==> src/pngunf_pkg.sv <==
// Shared constants and types for the PNG scanline unfilter block.
`timescale 1ns / 1ps

package pngunf_pkg;

   // Default sizes for the top-level parameters.
   localparam int DEF_MAX_ROW_BYTES   = 8192;
   localparam int DEF_MAX_PIXEL_BYTES = 8;

   // Control register indexes and their widths.
   localparam int CSR_IDX_W  = 2;
   localparam int CSR_DATA_W = 16;
   localparam logic [CSR_IDX_W-1:0] CSR_BYTES_PER_PIXEL = 2'd0;
   localparam logic [CSR_IDX_W-1:0] CSR_ROW_BYTES       = 2'd1;
   localparam logic [CSR_IDX_W-1:0] CSR_IMAGE_ROWS      = 2'd2;

   // Register widths and reset values.
   localparam int BPP_W  = 4;
   localparam int RB_W   = 14;
   localparam int ROWS_W = 16;
   localparam logic [BPP_W-1:0]  RST_BYTES_PER_PIXEL = 4'd4;
   localparam logic [RB_W-1:0]   RST_ROW_BYTES       = 14'd4;
   localparam logic [ROWS_W-1:0] RST_IMAGE_ROWS      = 16'd1;

   // Largest filter type code that is legal in the stream.
   localparam logic [7:0] FILT_MAX_CODE = 8'd4;

   // PNG filter types.
   typedef enum logic [2:0] {
      FILT_NONE  = 3'd0,
      FILT_SUB   = 3'd1,
      FILT_UP    = 3'd2,
      FILT_AVG   = 3'd3,
      FILT_PAETH = 3'd4
   } filt_type;

endpackage

==> src/pngunf_predict.sv <==
// Predictor for the five PNG filter types, including the Paeth selection.
`timescale 1ns / 1ps

module pngunf_predict (
   input  pngunf_pkg::filt_type kind,
   input  logic [7:0]           left_byte,
   input  logic [7:0]           up_byte,
   input  logic [7:0]           up_left_byte,
   output logic [7:0]           pred_byte
);

   logic [8:0] sum_ab;
   logic [8:0] twice_c;
   logic [7:0] dist_a;
   logic [7:0] dist_b;
   logic [8:0] dist_c;
   logic [7:0] paeth;

   // With p = a + b - c: |p - a| = |b - c|, |p - b| = |a - c|, |p - c| = |a + b - 2c|.
   always_comb begin
      sum_ab  = {1'b0, left_byte} + {1'b0, up_byte};
      twice_c = {up_left_byte, 1'b0};
      dist_a  = (up_byte > up_left_byte) ? (up_byte - up_left_byte)
                                         : (up_left_byte - up_byte);
      dist_b  = (left_byte > up_left_byte) ? (left_byte - up_left_byte)
                                           : (up_left_byte - left_byte);
      dist_c  = (sum_ab > twice_c) ? (sum_ab - twice_c) : (twice_c - sum_ab);
      if (({1'b0, dist_a} <= {1'b0, dist_b}) && ({1'b0, dist_a} <= dist_c)) begin
         paeth = left_byte;
      end else if ({1'b0, dist_b} <= dist_c) begin
         paeth = up_byte;
      end else begin
         paeth = up_left_byte;
      end
   end

   always_comb begin
      case (kind)
         pngunf_pkg::FILT_NONE:  pred_byte = 8'd0;
         pngunf_pkg::FILT_SUB:   pred_byte = left_byte;
         pngunf_pkg::FILT_UP:    pred_byte = up_byte;
         pngunf_pkg::FILT_AVG:   pred_byte = sum_ab[8:1];
         pngunf_pkg::FILT_PAETH: pred_byte = paeth;
         default:                pred_byte = 8'd0;
      endcase
   end

endmodule
==> config.mk <==
export PLATFORM = sky130hd
export DESIGN_NAME = pngunf_predict
export DESIGN_NICKNAME = d
export VERILOG_FILES = /design/src/pngunf_pkg.sv /design/src/pngunf_predict.sv
export SDC_FILE = /design/constraint.sdc
export NUM_CORES = 1
export LEC_CHECK = 0
export CORE_MARGIN = 10
export CORE_UTILIZATION = 50
export DETAILED_ROUTE_END_ITERATION = 8
export DONT_BUFFER_PORTS = 1
export PLACE_DENSITY = 0.73
export SYNTH_ARGS = -nofsm -noshare
export SYNTH_HDL_FRONTEND = slang
export SYNTH_SLANG_ARGS = --single-unit
==> constraint.sdc <==
create_clock -name vclk -period 6.55
set_input_delay 0.9825 -clock vclk [all_inputs]
set_output_delay 0.9825 -clock vclk [all_outputs]
set_load 0.1 [all_outputs]
# After elaboration in Yosys (flattened, before gate mapping)
# Index checks and enable logic that the tools add are counted.
[word_totals]
inputBits = 27
output_inout_bits = 8
ff_bits = 0
word_cells = 24
[op_classes]
reduce_logical = 1
n_addsub = 7
muxes = 6
n_eq_ne = 4
n_lt_le_gt_ge = 6
[ops]
columns = ["op", "n"]
rows = [
  ["two-way mux 8 bit", 4],
  ["case mux 8 bit (4 select lines)", 1],
  ["subtractor 8 bit", 4],
  ["<= comparator 8 x 9 -> 1 bit", 2],
  ["subtractor 9 bit", 2],
  ["> comparator 8 bit", 2],
  ["adder 8 x 8 -> 9 bit", 1],
  ["> comparator 9 bit", 1],
  ["two-way mux 9 bit", 1],
  ["<= comparator 8 bit", 1],
  ["== test 3 x 2 -> 1 bit (second input constant)", 2],
  ["== test 3 x 1 -> 1 bit (second input constant)", 1],
  ["== test 3 bit (second input constant)", 1],
  ["logical AND 1 bit", 1],
]

# Depth between registers and ports, before layout
# Gate-level depths: netlist of the first run.
[depth]
ltp_word = 7
depth_mapped = 30
mapped_depth_nobuf = 28

# Worst setup path after synthesis of the first run
# No wires, ideal clock.
[synth_path]
path_type = "input port to output port"
from = "input port left_byte[0]"
to = "output port pred_byte[7]"
t_arrival_ps = 6316
cell_stages = 27
required_time_ps = 5568
setup_slack_ps = -749
path_cell_list = "ha_1 > inv_1 > fa_1 > inv_1 > a21oi_1 > o21bai_1 > a21o_1 > a21o_1 > xor2_1 > ha_1 > buf_2 > a211oi_1 > nor2_1 > o32ai_2 > buf_2 > o21ai_0 > o22ai_1 > o21ai_0 > a21oi_1 > xor2_1 > ha_1 > nand3_1 > nor2_1 > a311o_1 > o21ai_4 > mux2_1 > a221o_1"
[synth_between]
elab_chain_cells = 7
word_cells_on_any_way = 16
classes_between = "add/sub (5); order compare (5); mux (5); reduce/logical (1)"
[synth_rtl]
columns = ["item", "line_no", "text"]
rows = [
  ["from (decl)", "pngunf_predict.sv:6", "input logic [7:0] left_byte,"],
  ["adder 8 x 8 -> 9 bit", "pngunf_predict.sv:21", "sum_ab = {1'b0, left_byte} + {1'b0, up_byte};"],
  ["subtractor 9 bit / > comparator 9 bit (equally long branches)", "pngunf_predict.sv:27", "dist_c = (sum_ab > twice_c) ? (sum_ab - twice_c) : (twice_c - sum_ab);"],
  ["two-way mux 9 bit", "pngunf_predict.sv:27", ""],
  ["<= comparator 8 x 9 -> 1 bit, on equally long branches", "pngunf_predict.sv:30, pngunf_predict.sv:28", ""],
  ["two-way mux 8 bit / logical AND 1 bit (equally long branches)", "pngunf_predict.sv:30, pngunf_predict.sv:28", ""],
  ["two-way mux 8 bit", "pngunf_predict.sv:28", "if (({1'b0, dist_a} <= {1'b0, dist_b}) && ({1'b0, dist_a} <= dist_c)) begin"],
  ["case mux 8 bit (4 select lines) (*)", "pngunf_predict.sv:38", "case (kind)"],
  ["to (decl)", "pngunf_predict.sv:9", "output logic [7:0] pred_byte"],
]
# Every way passes the cells marked *; elsewhere a longest branch is shown, timed or not.

# Final worst setup path of the first run
# Same ends and word-level chain as after synthesis.

==> results.md, run 1 <==
Clock network:
- The number of buffers inserted by hold repair at cts is 0.

STA:
- The final worst-path setup slack is -0.323 ns.
- Based on the critical path, the design can be clocked at up to 145 MHz.
- The time the worst path needs with I/O delays and setup is 6.87 ns.
- The post-route fraction of the period consumed by the critical path is 105%.
- Setup total negative slack on the finished layout was measured at -2.35 ns.
- Setup violations remaining at the end of the flow were counted as 8.
- The number of failing hold endpoints at the final stage was 0.
- For the pin with the worst max-slew slack, the measured transition is 0.644 ns.
- The max-slew violation count came to 0.
- Setup repair after global routing could not meet its margin everywhere.
- Headroom to the max-slew limit came out at 57.0%.

Finish:
- The library cell used most frequently in the layout, excluding fill and tap cells, is sky130_fd_sc_hd__ha_1.
- The number of antenna diodes in the final layout is 0.
- In the final design database the tool counted 556 nets.
- The share of cells above drive strength 1 is 30.0%.
- There are 0 flip-flops and latches.
- The layout clock buffer count is 0.
- The post-layout instance count excluding filler cells is 521.
- In the final layout, flip-flops and latches occupy 0 sq um.
- The signed area change from the synthesized netlist to the final layout is 33.1%.
- The library cells used most frequently in the layout, excluding fill and tap cells, are 66 x sky130_fd_sc_hd__ha_1, 54 x sky130_fd_sc_hd__buf_4, 53 x sky130_fd_sc_hd__inv_1, 29 x sky130_fd_sc_hd__nand2_1, 18 x sky130_fd_sc_hd__a21oi_1.

Placed design:
- The worst setup slack after placement is -0.725 ns.
- The HPWL after detailed placement is 7900 um.
- Routability-driven placement finished with a final weighted congestion of 1.04.
- The placed instance count is 511.
- The number of buffer cells added on primary ports is 0.

Logic synthesis:
- After synthesis, the netlist uses 47 different library cells.
- For this run, the register share of the synthesized area comes to 0%.
- The number of warning messages in the yosys log is 0.
- The post-synth design cell area is 3020 sq um.
- Synthesis produced a netlist whose cell count is 392.
- Averaged over all synthesized cells, the footprint is 7.70 sq um.
- Of all cell types, the one taking the most synthesized area is sky130_fd_sc_hd__ha_1.
- The share of synthesized area in the top cell type comes to 30.7%.
- The number of nets in the synthesized netlist is 500.
- After synthesis, the cell types taking the most area are sky130_fd_sc_hd__ha_1 31%, sky130_fd_sc_hd__inv_1 6.8%, sky130_fd_sc_hd__mux2i_1 6.6%, sky130_fd_sc_hd__fa_1 4.6%, sky130_fd_sc_hd__xnor2_1 4.1%.

Hold path:
- In this run the worst hold path is classified as in2out.

Detailed routing:
- In the final routed layout, each cell accounts on average for 18.3 um.
- The via total after detailed routing is 3096.
- The violation count after the first detailed-route iteration is 149.
- The number of vias per cell is 5.94.
- The first-pass detailed-route iteration total is 4.
- In this run the remaining antenna-violating nets after routing total 0.
- The number of remaining DRC errors is 0.
- For this block, the routed nets add up to 9520 um of wire.

Worst setup path:
- The worst setup path is of the in2out kind.
- The delay of the slowest cell on the worst path is 0.36 ns.
- The type of destination of the critical path is an output port.
- In this run the worst path has a maximum fanout of 6.
- The most used cell along the critical path is sky130_fd_sc_hd__ha_4.
- The type of element launching the critical path is an input pin.
- The largest individual stage delay along the critical path comes from the cell sky130_fd_sc_hd__a221o_4.
- For the worst setup path, the data arrival time is 5.89 ns.
- The required time reported for the critical path endpoint is 5.57 ns.

Run status:
- The run finished, with violations left.
- The final reports fail on negative setup slack.

Floorplan:
- The core region is 5890 sq um.
- The height of the die is 97.7 um.
- The number of ports placed on the die boundary is 35.
- The area of the die is 9540 sq um.
- The starting density of the core is 51.3%.
- The horizontal extent of the die is 97.7 um.
- The count of standard-cell rows is 28.

Global route:
- The aggregate global-route resource usage is 18.0%.
- Global routing finished with a remaining overflow of 0.
- The first global-routing pass estimated 15000 um of wire.
- The largest net degree at the start of global routing is 16.
- The number of global-route vias before repair is 3133.
- The initial antenna violation count is 0.

Power:
- The clock network fraction of design power is 0%.
- The total design power is 1.18 mW.
- The ratio of total power to cell area is 293 nW/um^2.
- Per report_power, the sequential group accounts for 0% of the total.
- The proportion of power drawn by combinational gates is 100.0%.
- In this run switching power makes up 51.6% of total power.
- The standby leakage power is 1.97 nW.
- VDD sags by at most 0.185 mV.
- The internal portion of the total power is 0.570 mW.
- For this design the total switching power over the nets is 0.608 mW.

Flow run:
- The number of maximum-capacitance constraint violations is 0.
per-layer routing:
| metal | wire (um) | track usage (%) | vias up |
|---|---|---|---|
| li1 | - | - | 1505 |
| met3 | 615 | 1.92 | 18 |
| met1 | 3970 | 22.3 | 1478 |
| met5 | 0 | 0 | - |
| met2 | 4760 | 32.7 | 95 |
| met4 | 172 | 3.13 | 0 |
worst paths after layout:
kind                startpoint           end  slack [ns]  depth (start not counted)
setup / recovery  left_byte[0]  pred_byte[7]       -0.32                         25
hold / removal    left_byte[4]  pred_byte[4]        2.27                          2
cell type report:
class	count	area (sq um)
Fill cell	473	1870
Inverter	55	206
Multi-Input combinational cell	326	3120
Tap cell	75	93.8
Timing Repair Buffer	65	591
kinds of logic after synthesis:
group | share of synthesized area (%)
buf+inv | 8.54
fa+ha+maj | 35.7
simple gates | 12.9
xor+xnor | 8.09
mux | 10.8
compound gates | 24.0
cell usage after synthesis (2+ instances only):
cell,count
sky130_fd_sc_hd__ha_1,74
sky130_fd_sc_hd__inv_1,55
sky130_fd_sc_hd__nand2_1,31
sky130_fd_sc_hd__a21oi_1,23
sky130_fd_sc_hd__o21ai_0,22
sky130_fd_sc_hd__mux2i_1,20
sky130_fd_sc_hd__nor2_1,16
sky130_fd_sc_hd__xnor2_1,14
sky130_fd_sc_hd__xor2_1,12
sky130_fd_sc_hd__a21o_1,11
sky130_fd_sc_hd__mux2_2,9
sky130_fd_sc_hd__nand4_1,9
sky130_fd_sc_hd__a22oi_1,8
sky130_fd_sc_hd__nand3_1,8
sky130_fd_sc_hd__nor2b_1,8
sky130_fd_sc_hd__a221o_1,7
sky130_fd_sc_hd__a31oi_1,7
sky130_fd_sc_hd__fa_1,7
sky130_fd_sc_hd__clkbuf_1,6
sky130_fd_sc_hd__a211oi_1,4
sky130_fd_sc_hd__a211o_1,3
sky130_fd_sc_hd__a21oi_2,3
sky130_fd_sc_hd__and3_1,3
sky130_fd_sc_hd__o21bai_1,3
sky130_fd_sc_hd__a221oi_1,2
sky130_fd_sc_hd__buf_1,2
sky130_fd_sc_hd__buf_2,2
sky130_fd_sc_hd__o21a_1,2
sky130_fd_sc_hd__o22ai_1,2
sky130_fd_sc_hd__o32ai_2,2
timing repair:
action	CTS	global route
setup buffers	6	4
pin swaps	20	24
setup endpoints to repair	8	8
resized for setup	23	28
power by group through the flow:
stage	combinational (mW)	sequential [mW]	clock [mW]
2_1_floorplan	0.649	0	0
3_3_place_gp	0.930	0	0
3_5_place_dp	0.955	0	0
4_1_cts	1.04	0	0
5_1_grt	1.27	0	0
6_report	1.18	0	0
worst max-delay path: cells and delay by family:
family | cells | cell delay [ns]
buf+inv | 4 | 0.47
mux | 2 | 0.58
simple gates | 2 | 0.19
fa+ha+maj | 4 | 0.94
xor+xnor | 2 | 0.46
compound gates | 11 | 2.27
metrics by stage:
step	util [%]	hold WS, ns	instance area (sq um)
after floorplan	-	2.30	3150
after global placement	62.5	2.27	3680
after detailed placement	62.5	2.28	3680
after CTS	65.1	2.28	3830
after global routing	68.2	2.28	4020
final	68.2	2.27	4020
Power figures use the tool's default switching activity.
==> run 2, diff against run 1 <==
Settings changed: MAX_ROUTING_LAYER set to met4.
==> run 2 against run 1 <==
  * Highest routed layer unchanged
  * Cell count rose by 1.3%
  * Routed wire length increased by 0.17%
  * Worst hold slack barely moved
  * Critical path type unchanged
  * Flip-flop and latch count stayed put
  * Non-clock buffer count rose by 7
  * Combinational power hardly changed
  * The flow still finishes with violations (negative setup slack)
  * Die area is the same
  * First-iteration DRC count grew 18%
  * Critical path depth increased by 1
==> results.md, run 2 (synthesis results as in run 1) <==
Run status:
- Status: complete, but fails checks (unchanged).
- Failing checks: negative setup slack (unchanged).

Worst setup path:
- The critical path data arrival time is 6.06 ns (was 5.89 ns).
- The type of destination of the critical path is an output port (unchanged).
- The type of element launching the critical path is an input pin (unchanged).
- The critical path's slowest cell is sky130_fd_sc_hd__a221o_4 (unchanged).
- The delay of the slowest cell on the worst path came to 0.37 ns (was 0.36 ns).
- The type of the worst setup path is in2out (unchanged).
- The required time reported for the critical path endpoint is 5.57 ns (about the same).
- The largest fanout of any net on the critical path is 6 (unchanged).
- The most used cell along the critical path is sky130_fd_sc_hd__ha_4 (unchanged).

Power:
- The ratio of total power to cell area is 295 nW/um^2 (was 293 nW/um^2).
- The standby leakage power came to 2.02 nW (was 1.97 nW).
- The clock network fraction of design power is 0% (about the same).
- The total design power is 1.21 mW (was 1.18 mW).
- The share of total power in sequential cells is 0% (about the same).
- The switching portion of total power is 51.7% (was 51.6%).
- The internal power summed over all cells is 0.582 mW (was 0.570 mW).
- The peak ir drop on the vdd network is 0.180 mV (was 0.185 mV).
- The proportion of power drawn by combinational gates came to 100.0% (about the same).
- The net switching power figure came to 0.624 mW (was 0.608 mW).

STA:
- The max-slew violation count was 0 (unchanged).
- RSZ-0062 raised after global routing: true (unchanged).
- The post-route fraction of the period consumed by the critical path is 107% (was 105%).
- The transition at the pin with the smallest max-transition slack is 0.684 ns (was 0.644 ns).
- The worst-case hold slack is 2.27 ns (about the same).
- The final setup violation count is 8 (unchanged).
- The maximum clock frequency came to 142 MHz (was 145 MHz).
- The worst slew slack as a fraction of its limit is 54.3% (was 57.0%).
- The number of failing hold endpoints at the final stage is 0 (unchanged).
- The final worst-path setup slack is -0.491 ns (was -0.323 ns).
- The time the worst path needs with I/O delays and setup is 7.04 ns (was 6.87 ns).

Finish:
- The most frequent standard cell in the layout excluding fill and tap cells is sky130_fd_sc_hd__ha_1 (unchanged).
- The signed area change from the synthesized netlist to the final layout is 35.4% (was 33.1%).
- The layout clock buffer count is 0 (unchanged).
- The utilization after layout is 69.4% (was 68.2%).
- The final net count is 563 (was 556).
- The number of diodes is 0 (unchanged).
- The share of cells above drive strength 1 is 31.8% (was 30.0%).
- The finished layout cell area is 4080 sq um (was 4020 sq um).
- The sequential cell area in the final layout is 0 sq um (unchanged).
- The number of sequential storage elements is 0 (unchanged).
- Leading cell types in the layout, fill and taps excluded: 67 x sky130_fd_sc_hd__ha_1, 63 x sky130_fd_sc_hd__buf_4, 53 x sky130_fd_sc_hd__inv_1, 28 x sky130_fd_sc_hd__nand2_1 (was 66 x sky130_fd_sc_hd__ha_1, 54 x sky130_fd_sc_hd__buf_4, 53 x sky130_fd_sc_hd__inv_1, 29 x sky130_fd_sc_hd__nand2_1, 18 x sky130_fd_sc_hd__a21oi_1).

Floorplan:
- The horizontal extent of the die is 97.7 um (unchanged).
- The area of the core is 5890 sq um (unchanged).
- The area of the die is 9540 sq um (unchanged).
- The starting density of the core was 51.3% (unchanged).
- The number of ports placed on the die boundary came to 35 (unchanged).
- The count of standard-cell rows is 28 (unchanged).
- The height of the die is 97.7 um (unchanged).

Global route:
- The aggregate global-route resource usage came to 18.9% (was 18.0%).
- The number of global-route vias before repair is 3156 (was 3133).
- The initial antenna violation count is 0 (unchanged).
- The global-route wire length before repair is 15100 um (was 15000 um).
- The remaining global-route overflow is 0 (unchanged).
- The largest net degree at the start of global routing is 16 (unchanged).

Detailed routing:
- The violation count after the first detailed-route iteration is 176 (was 149).
- The via total after detailed routing came to 3127 (was 3096).
- The number of vias per cell is 5.92 (was 5.94).
- The average wire length per cell after detail routing is 18.1 um (was 18.3 um).
- The total routed wirelength was 9540 um (was 9520 um).
- The residual antenna-violating net count after detailed routing is 0 (unchanged).
- The number of remaining DRC errors came to 0 (unchanged).
- The first-pass detailed-route iteration total was 4 (unchanged).

Clock network:
- The number of buffers inserted by hold repair at cts is 0 (unchanged).

Placed design:
- The number of buffer cells added on primary ports came to 0 (unchanged).
- The cell area reported after detailed placement is 3700 sq um (was 3680 sq um).
- The worst setup slack after placement is -0.792 ns (was -0.725 ns).
- The final weighted congestion in routability-driven placement came to 1.06 (was 1.04).
- The HPWL after detailed placement was 7910 um (was 7900 um).

Flow run:
- The number of maximum-capacitance constraint violations came to 0 (unchanged).

Hold path:
- The worst min-delay path category is in2out (unchanged).
-- run 2: cell types whose count changed in the layout (fill, tap and decap cells not counted), moves of 2 or more --
cell,before,now
sky130_fd_sc_hd__buf_6,4,2
sky130_fd_sc_hd__buf_4,54,63
sky130_fd_sc_hd__mux2i_2,8,6
sky130_fd_sc_hd__mux2i_1,12,14
sky130_fd_sc_hd__xnor2_2,0,2
-- run 2: metrics by stage --
stage	cells	TNS (ns)
final	528	-3.41
after global routing	528	-5.28
after CTS	524	-2.05
after detailed placement	514	-6.20
after global placement	514	-5.30
after floorplan	392	-1.50
-- run 2: final timing paths --
check / from / endpoint / slack, ns / depth (start not counted)
setup / recovery: left_byte[0] / pred_byte[7] / -0.49 / 26
hold / removal: left_byte[2] / pred_byte[2] / 2.27 / 2
-- run 2: worst max-delay path, delay by kind of cell --
family	cells	cell delay, ns
adders and majority gates	4	0.98
and+or+nand+nor	3	0.22
AOI/OAI and AO/OA	10	2.19
xor gates and xnor gates	2	0.46
buffers and inverters	5	0.62
muxes	2	0.59
-- run 2: layout make-up --
class / instances / area (sq um)
multi-input combinational: 326 / 3150
timing repair buffer: 72 / 636
inverter: 55 / 206
tap: 75 / 93.8
fill: 471 / 1800
-- run 2: metal layers --
layer  global-route usage, %  vias up  wire length, um
li1                        -     1524                -
met1                    23.2     1510             4070
met2                    33.8       84             4790
met3                   0.711        9              557
met4                    2.80        0              124
met5                       -        -                0
-- run 2: timing repair --
item	in CTS	in global routing
buffers inserted	11	4
gates resized for setup	34	19
pin swaps	29	23
setup endpoints to repair	8	8
-- run 2: power by group through the flow --
stage / Sequential (mW) / Clock (mW) / Combinational [mW]
5_1_grt: 0 / 0 / 1.29
6_report: 0 / 0 / 1.21
4_1_cts: 0 / 0 / 1.09
2_1_floorplan: 0 / 0 / 0.649
3_3_place_gp: 0 / 0 / 0.936
3_5_place_dp: 0 / 0 / 0.961
